==> config.mk <==
export PLATFORM = sky130hd
export DESIGN_NAME = line_rasterizer
export DESIGN_NICKNAME = d
export VERILOG_FILES = /design/src/lr_pkg.sv /design/src/lr_core.sv /design/src/line_rasterizer.sv
export SDC_FILE = /design/constraint.sdc
export NUM_CORES = 1
export LEC_CHECK = 0
export ABC_AREA = 1
export ABC_CLOCK_PERIOD_IN_PS = 6900
export BUFFER_PORTS_ARGS = -buffer_cell sky130_fd_sc_hd__buf_2
export CORE_ASPECT_RATIO = 1.75
export CORE_UTILIZATION = 55
export CTS_CLUSTER_DIAMETER = 30
export DETAILED_ROUTE_END_ITERATION = 12
export GPL_ROUTABILITY_DRIVEN = 0
export PLACE_DENSITY = 0.83
export SLEW_MARGIN = 10
export SYNTH_ARGS = -nofsm -noshare
export SYNTH_HDL_FRONTEND = slang
export SYNTH_HIERARCHICAL = 1
export SYNTH_SLANG_ARGS = --single-unit
==> constraint.sdc <==
create_clock -name i_clk -period 6.9 [get_ports i_clk]
set_input_delay 0.69 -clock i_clk [delete_from_list [all_inputs] [get_ports i_clk]]
set_output_delay 0.69 -clock i_clk [all_outputs]
set_load 0.05 [all_outputs]
==> src/lr_pkg.sv <==
`timescale 1ns / 1ps
// ----------------------------------------------------------------------------
// Line rasterizer package
// Shared types and constants for the Bresenham line rasterizer.
// ----------------------------------------------------------------------------
package lr_pkg;

    // Field widths of the request and pixel items
    localparam int COORD_W  = 9;
    localparam int OFFSET_W = 20;
    localparam int COLOR_W  = 32;

    // Four bytes per pixel, so the byte offset is the pixel index shifted by two
    localparam int BPP_SHIFT = 2;

    // Decision variable and increment widths
    localparam int ERR_W = 12;
    localparam int INC_W = 11;

    // Request kinds carried on tuser
    localparam logic OP_LOAD = 1'b0;
    localparam logic OP_STEP = 1'b1;

    // Register index decoded from the APB address
    localparam logic REG_DRAW_COLOR = 1'b0;

    // One emitted pixel
    typedef struct packed {
        logic                last;
        logic [COLOR_W-1:0]  rgba;
        logic [OFFSET_W-1:0] offset;
        logic [COORD_W-1:0]  y;
        logic [COORD_W-1:0]  x;
    } t_pixel;

endpackage

==> src/lr_core.sv <==
`timescale 1ns / 1ps
// ----------------------------------------------------------------------------
// Line rasterizer core
// Holds the line state, sets it up on a load request and advances one pixel
// on every step request, giving the pixel as a result item.
// ----------------------------------------------------------------------------
module lr_core #(
    parameter int IMAGE_W = 512,
    parameter int IMAGE_H = 512
) (
    input  logic                        i_clk,
    input  logic                        i_rst_n,
    input  logic                        i_accept,
    input  logic                        i_op,
    input  logic [lr_pkg::COORD_W-1:0]  i_start_x,
    input  logic [lr_pkg::COORD_W-1:0]  i_start_y,
    input  logic [lr_pkg::COORD_W-1:0]  i_end_x,
    input  logic [lr_pkg::COORD_W-1:0]  i_end_y,
    input  logic [lr_pkg::COLOR_W-1:0]  i_color,
    output logic                        o_res_valid,
    output lr_pkg::t_pixel              o_res,
    output logic                        o_active
);
    import lr_pkg::*;

    localparam int LIM_W = 13;
    localparam int IDX_W = OFFSET_W - BPP_SHIFT;
    localparam logic [LIM_W-1:0] X_MAX = LIM_W'(IMAGE_W - 1);
    localparam logic [LIM_W-1:0] Y_MAX = LIM_W'(IMAGE_H - 1);

    // Line state
    logic                     r_active;
    logic [COORD_W-1:0]       r_cx;
    logic [COORD_W-1:0]       r_cy;
    logic [COORD_W-1:0]       r_major_end;
    logic signed [ERR_W-1:0]  r_err;
    logic signed [INC_W-1:0]  r_inc_s;
    logic signed [INC_W-1:0]  r_inc_d;
    logic                     r_steep;
    logic                     r_up;

    logic                     n_active;
    logic [COORD_W-1:0]       n_cx;
    logic [COORD_W-1:0]       n_cy;
    logic [COORD_W-1:0]       n_major_end;
    logic signed [ERR_W-1:0]  n_err;
    logic signed [INC_W-1:0]  n_inc_s;
    logic signed [INC_W-1:0]  n_inc_d;
    logic                     n_steep;
    logic                     n_up;

    // Load set-up signals
    logic [COORD_W-1:0] ax, ay, bx, by;
    logic [COORD_W-1:0] x0, y0, x1, y1;
    logic [COORD_W-1:0] dx, ady, major, minor;
    logic               ld_up, ld_steep;

    // Step signals
    logic                    is_last;
    logic                    diag;
    logic [ERR_W-1:0]        inc_sel;
    logic [COORD_W-1:0]      y_minor;
    logic [IDX_W-1:0]        pix_idx;

    // Saturate the endpoints to the image and order them by column
    always_comb begin
        ax = ({4'b0, i_start_x} > X_MAX) ? X_MAX[COORD_W-1:0] : i_start_x;
        ay = ({4'b0, i_start_y} > Y_MAX) ? Y_MAX[COORD_W-1:0] : i_start_y;
        bx = ({4'b0, i_end_x} > X_MAX) ? X_MAX[COORD_W-1:0] : i_end_x;
        by = ({4'b0, i_end_y} > Y_MAX) ? Y_MAX[COORD_W-1:0] : i_end_y;
        if (ax > bx) begin
            x0 = bx; y0 = by; x1 = ax; y1 = ay;
        end else begin
            x0 = ax; y0 = ay; x1 = bx; y1 = by;
        end
        dx       = x1 - x0;
        ld_up    = y1 < y0;
        ady      = ld_up ? (y0 - y1) : (y1 - y0);
        ld_steep = ady > dx;
        major    = ld_steep ? ady : dx;
        minor    = ld_steep ? dx : ady;
    end

    // Current pixel and the Bresenham step from it
    always_comb begin
        is_last = (r_steep ? r_cy : r_cx) == r_major_end;
        diag    = r_err > 0;
        inc_sel = diag ? {r_inc_d[INC_W-1], r_inc_d} : {r_inc_s[INC_W-1], r_inc_s};
        y_minor = r_up ? (r_cy - 1'b1) : (r_cy + 1'b1);
        pix_idx = IDX_W'(r_cy) * IDX_W'(IMAGE_W) + IDX_W'(r_cx);

        o_res.x      = r_cx;
        o_res.y      = r_cy;
        o_res.offset = {pix_idx, {BPP_SHIFT{1'b0}}};
        o_res.rgba   = i_color;
        o_res.last   = is_last;
        o_res_valid  = i_accept && (i_op == OP_STEP) && r_active;
    end

    // Next state
    always_comb begin
        n_active    = r_active;
        n_cx        = r_cx;
        n_cy        = r_cy;
        n_major_end = r_major_end;
        n_err       = r_err;
        n_inc_s     = r_inc_s;
        n_inc_d     = r_inc_d;
        n_steep     = r_steep;
        n_up        = r_up;
        if (i_accept && (i_op == OP_LOAD)) begin
            n_active    = 1'b1;
            n_cx        = x0;
            n_cy        = y0;
            n_major_end = ld_steep ? y1 : x1;
            n_err       = $signed({2'b0, minor, 1'b0}) - $signed({3'b0, major});
            n_inc_s     = $signed({1'b0, minor, 1'b0});
            n_inc_d     = $signed({1'b0, minor, 1'b0}) - $signed({1'b0, major, 1'b0});
            n_steep     = ld_steep;
            n_up        = ld_up;
        end else if (o_res_valid) begin
            if (is_last) begin
                n_active = 1'b0;
            end else begin
                n_err = r_err + $signed(inc_sel);
                if (r_steep) begin
                    n_cy = y_minor;
                    if (diag) begin
                        n_cx = r_cx + 1'b1;
                    end
                end else begin
                    n_cx = r_cx + 1'b1;
                    if (diag) begin
                        n_cy = y_minor;
                    end
                end
            end
        end
    end

    // State registers
    always_ff @(posedge i_clk) begin
        if (!i_rst_n) begin
            r_active    <= 1'b0;
            r_cx        <= '0;
            r_cy        <= '0;
            r_major_end <= '0;
            r_err       <= '0;
            r_inc_s     <= '0;
            r_inc_d     <= '0;
            r_steep     <= 1'b0;
            r_up        <= 1'b0;
        end else begin
            r_active    <= n_active;
            r_cx        <= n_cx;
            r_cy        <= n_cy;
            r_major_end <= n_major_end;
            r_err       <= n_err;
            r_inc_s     <= n_inc_s;
            r_inc_d     <= n_inc_d;
            r_steep     <= n_steep;
            r_up        <= n_up;
        end
    end

    assign o_active = r_active;

endmodule

==> src/line_rasterizer.sv <==
`timescale 1ns / 1ps
// ----------------------------------------------------------------------------
// Line rasterizer
// Bresenham line rasterizer for all octants with an APB colour register.
// ----------------------------------------------------------------------------
// Usage:
//   The slave stream takes requests. tuser = 0 loads a line from the two
//   endpoints in tdata; it produces no pixel. tuser = 1 asks for the next
//   pixel of the loaded line; with no line loaded it produces nothing.
//   Each pixel leaves on the master stream with its column, row, byte
//   offset into a row-major 4-byte-per-pixel framebuffer and the colour held
//   in the draw colour register (APB, address 0). tlast marks the final
//   pixel; a line of major length L gives L+1 pixels.
//   A step request is accepted every cycle while the skid register is empty.
//   Its pixel is registered in the output register; when the receiver
//   stalls, one further pixel is held in the skid register and s_tready
//   then falls until that entry moves into the output register. The per-step
//   path is one add and compare on the error term plus the row multiply for
//   the offset. Reset clears the line state, the colour register and the
//   output and skid valid flags; s_tready is high once reset is released.
//   The colour register must only be written while no pixel is pending.
// ----------------------------------------------------------------------------
module line_rasterizer #(
    parameter int IMAGE_W = 512,
    parameter int IMAGE_H = 512
) (
    input  logic        i_clk,
    input  logic        i_rst_n,
    // Request stream
    input  logic        s_tvalid,
    output logic        s_tready,
    input  logic [39:0] s_tdata,   // start_x[8:0], start_y[17:9], end_x[26:18], end_y[35:27]
    input  logic        s_tuser,   // op: 0 load, 1 step
    // Pixel stream
    output logic        m_tvalid,
    input  logic        m_tready,
    output logic [71:0] m_tdata,   // pixel_x[8:0], pixel_y[17:9], byte_offset[37:18], rgba[69:38]
    output logic        m_tlast,   // last pixel of the line
    // Configuration
    input  logic        psel,
    input  logic        penable,
    input  logic        pwrite,
    input  logic [2:0]  paddr,
    input  logic [31:0] pwdata,
    output logic [31:0] prdata,
    output logic        pready
);
    import lr_pkg::*;

    logic [COLOR_W-1:0] r_color;
    logic               in_accept;
    logic               out_take;
    logic               res_valid;
    t_pixel             res;
    logic               line_active;

    logic               r_out_valid;
    t_pixel             r_out;
    logic               r_skid_valid;
    t_pixel             r_skid;

    // APB register
    assign pready = 1'b1;
    assign prdata = (paddr[2] == REG_DRAW_COLOR) ? r_color : '0;

    always_ff @(posedge i_clk) begin
        if (!i_rst_n) begin
            r_color <= '0;
        end else if (psel && penable && pwrite && (paddr[2] == REG_DRAW_COLOR)) begin
            r_color <= pwdata;
        end
    end

    // Request acceptance
    assign s_tready  = !r_skid_valid;
    assign in_accept = s_tvalid && s_tready;

    lr_core #(
        .IMAGE_W (IMAGE_W),
        .IMAGE_H (IMAGE_H)
    ) u_core (
        .i_clk       (i_clk),
        .i_rst_n     (i_rst_n),
        .i_accept    (in_accept),
        .i_op        (s_tuser),
        .i_start_x   (s_tdata[8:0]),
        .i_start_y   (s_tdata[17:9]),
        .i_end_x     (s_tdata[26:18]),
        .i_end_y     (s_tdata[35:27]),
        .i_color     (r_color),
        .o_res_valid (res_valid),
        .o_res       (res),
        .o_active    (line_active)
    );

    // Output register with one skid entry
    assign out_take = r_out_valid && m_tready;

    always_ff @(posedge i_clk) begin
        if (!i_rst_n) begin
            r_out_valid  <= 1'b0;
            r_skid_valid <= 1'b0;
        end else if (out_take || !r_out_valid) begin
            if (r_skid_valid) begin
                r_out_valid  <= 1'b1;
                r_skid_valid <= 1'b0;
            end else begin
                r_out_valid <= res_valid;
            end
        end else if (res_valid) begin
            r_skid_valid <= 1'b1;
        end
    end

    always_ff @(posedge i_clk) begin
        if (out_take || !r_out_valid) begin
            if (r_skid_valid) begin
                r_out <= r_skid;
            end else if (res_valid) begin
                r_out <= res;
            end
        end else if (res_valid) begin
            r_skid <= res;
        end
    end

    assign m_tvalid = r_out_valid;
    assign m_tdata  = {2'b00, r_out.rgba, r_out.offset, r_out.y, r_out.x};
    assign m_tlast  = r_out.last;

    // Assertions
    a_skid_needs_out : assert property (@(posedge i_clk) disable iff (!i_rst_n)
        r_skid_valid |-> r_out_valid)
        else $error("skid entry held while output register empty");

    a_skid_on_stall : assert property (@(posedge i_clk) disable iff (!i_rst_n)
        $rose(r_skid_valid) |-> $past(r_out_valid && !m_tready))
        else $error("skid entry filled without an output stall");

    a_last_ends_line : assert property (@(posedge i_clk) disable iff (!i_rst_n)
        (res_valid && res.last) |=> !line_active)
        else $error("line still active after its last pixel");

    a_step_idle_silent : assert property (@(posedge i_clk) disable iff (!i_rst_n)
        (in_accept && (s_tuser == OP_STEP) && !line_active) |-> !res_valid)
        else $error("pixel produced with no line loaded");

endmodule

==> impl_metrics.ini <==
[outcome]
run_status = finished, final reports clean

[timing]
period_share = 0.910
slew_violations = 0
setup_violations = 0
fin_setup_tns_ns = 0
slew_headroom = 0.187
fin_crit_ns = 6.28
hold_slack_ns = 0.455
fmax_mhz = 159
final-hold-violation-count = 0
worst_pin_slew_ns = 1.22
finClkSkew_ns = 0.0197
rsz0062_at_grt = no

[detailed_routing]
vias_per_cell = 5.41
antenna_left = 0
routed-via-count = 12600
wl_per_cell_um = 15.3
remaining_drc_errors = 0
first_pass_iters = 6
wirelength_um = 35600
drt_iter0_drc = 854

[critical_path]
cp.arrival_ns = 6.73
worstPathRequired_ns = 7.35
path_max_fanout = 40
cp_slowest_cell = ha_1
slowest_delay_ns = 0.39
end_kind = register
cpMostUsedCell = nand2_1
crit_type = in -> reg
start_kind = input pin
rr_worst_depth = 18

[power]
power_mw = 4.85
p_per_area_nw_per_um2 = 307
p_leak_nw = 7.73
ir_worst_vdd_mv = 0.153

[synth]
synth-async-reset-ratio = 0
synth_largest_type_area_fraction = 0.300
synth_xor_area_frac = 0.0227
synth.most_common_cell = nand2_1
synth-compound-area-share = 0.0891
synth_edf_count = 142
ys_seq_elements = 237
ys_types = 57
synthCells = 1891
synthTopCellsByArea = edfxtp_1, nand2_1, dfxtp_1
yosys.area_share.simple = 0.287
synth-main-ff-cell = edfxtp_1
syn_area_per_cell_sq_um = 7.52
seq_area_frac_synth = 0.434
synth_top_family_by_area = simple AND/OR/NAND/NOR gates
syn-cell-area_sq_um = 14200
synth_largest_area_cell = edfxtp_1
synth_mux_area_frac = 0.00158
synth-adder-area-share = 0.0465
yosysWarningCount = 6
synthTopCellsByCount = nand2_1, inv_1, nor2_1

[clock_tree]
cts_inserted_buffers = 25
cts.sinks = 237
clockBufferDepth = 3
cts_root_buf = clkbuf_16
cts_tree = done
cts_htree_levels = 1
cts.reportedPaths.clkPinSlew_ns = 0.06
clock_latency_ns = 0.52
holdBufCountCts = 0

[run]
max_cap_viol_count = 0

[floorplan]
fp.dieArea_sq_um = 26500
core_area_sq_um = 25300
rows = 77
start_util = 0.561
die_w_um = 124
die_h_um = 215
io-pin-count = 191

[min_path]
worstHoldPathCells = 2
hp-class = reg -> reg

[grt]
grt_overflow_total = 0
grt_pass1_vias = 12300
grt.total_usage = 0.273
grt_max_degree = 74
antenna_found_initial = 0
grt_pass1_wl_um = 57300

[layout]
drive_above_1_share = 0.157
area_delta_synth_final_pct = 11.1
nNetsFinal = 2130
instances_no_fill = 2331
final_core_util = 0.623
diodes = 0

[placed_design]
post-dp-hpwl_um = 26200
placed_cells = 2285
port_buffers = 181
per-layer routing:
metal	vias to the layer above	GRT usage	part of all wire
met1	5739	0.272	0.35
met3	145	0.0282	0.053
met4	0	0.186	0.065
met5	-	0	0
met2	516	0.512	0.53
li1	6209	-	-
power breakdown:
group          switching (mW)  internal, mW  leakage (nW)  total, mW
logic                    1.20         0.620          5.16       1.82
registers              0.0598          1.57          2.16       1.63
clock network           0.571         0.832         0.418       1.40
total                    1.83          3.02          7.73       4.85
cell families after synthesis:
group	after synthesis
and+or+nand+nor	980
other	3
xor gates and xnor gates	36
AOI/OAI and AO/OA	216
muxes	2
DFF	237
buffers and inverters	366
adders and majority gates	51
worst max-delay path, delay by kind of cell:
family	cells	cell delay, ns
simple gates	28	2.98
buf+inv	6	0.74
fa+ha+maj	4	1.28
compound gates	6	1.03
flip-flops by register name, summed over array words and instances (netlist names):
register	cells
u_core/r_err	12
m_tvalid	1
u_core/r_inc_s	9
u_core/r_inc_d	10
r_color	32
r_skid_valid	1
u_core/r_major_end	9
r_skid	71
m_tlast	1
m_tdata	70
u_core/o_active	1
u_core/r_cx	9
u_core/r_steep	1
u_core/r_up	1
u_core/r_cy	9
placed cells by master, fill, tap and decap left out, types with 5 or more instances in the layout:
cell / Yosys / layout
nand4_1: 15 / 15
or2_2: 7 / 7
nand2_2: 23 / 23
inv_1: 237 / 236
o21ai_0: 72 / 71
nand2_1: 600 / 600
edfxtp_1: 142 / 142
xor2_1: 23 / 23
o21ai_1: 22 / 23
nor2_1: 191 / 189
o21ai_2: 6 / 6
buf_4: 56 / 16
clkbuf_16: 0 / 25
nand2_4: 5 / 5
ha_1: 48 / 48
o211ai_1: 7 / 7
nor3_1: 6 / 6
a31oi_1: 16 / 16
a21oi_1: 56 / 55
nand3_1: 116 / 116
dfxtp_1: 95 / 94
inv_2: 7 / 8
a211oi_1: 13 / 12
inv_6: 0 / 8
xnor2_1: 12 / 12
conb_1: 3 / 5
buf_2: 21 / 181
final cells by class:
| cell class | count | area [sq um] |
|---|---|---|
| flip-flops and latches | 237 | 6170 |
| fillers | 2119 | 9550 |
| well taps | 316 | 395 |
| clock buffers | 26 | 629 |
| clock inverters | 20 | 245 |
| inverters | 244 | 916 |
| multi-input cells | 1290 | 6390 |
| repair buffers | 198 | 1050 |
through the flow:
step | cell area [sq um] | setup WS (ns)
6_report | 15800 | 0.621
5_1_grt | 15800 | 0.0407
4_1_cts | 15800 | 0.592
3_5_place_dp | 14900 | 0.0542
3_3_place_gp | 14900 | 0.336
2_1_floorplan | 14200 | 0.784
repair_timing:
action | 4_1_cts | 5_1_grt
setup buffers | 0 | 0
hold endpoints to repair | 0 | 0
setup endpoints to repair | 0 | 3
resized for setup | 0 | 3
final timing paths:
kind | end | slack (ns) | startpoint
worst max-delay path | u_core/r_err[10] | 0.62 | s_tdata[22]
worst min-delay path | u_core/r_inc_d[2] | 0.45 | u_core/r_inc_d[2]
worst max register to register | u_core/r_err[11] | 3.17 | u_core/r_err[2]
worst min register to register | u_core/r_inc_d[2] | 0.45 | u_core/r_inc_d[2]
(Power assumes the default switching activity.)
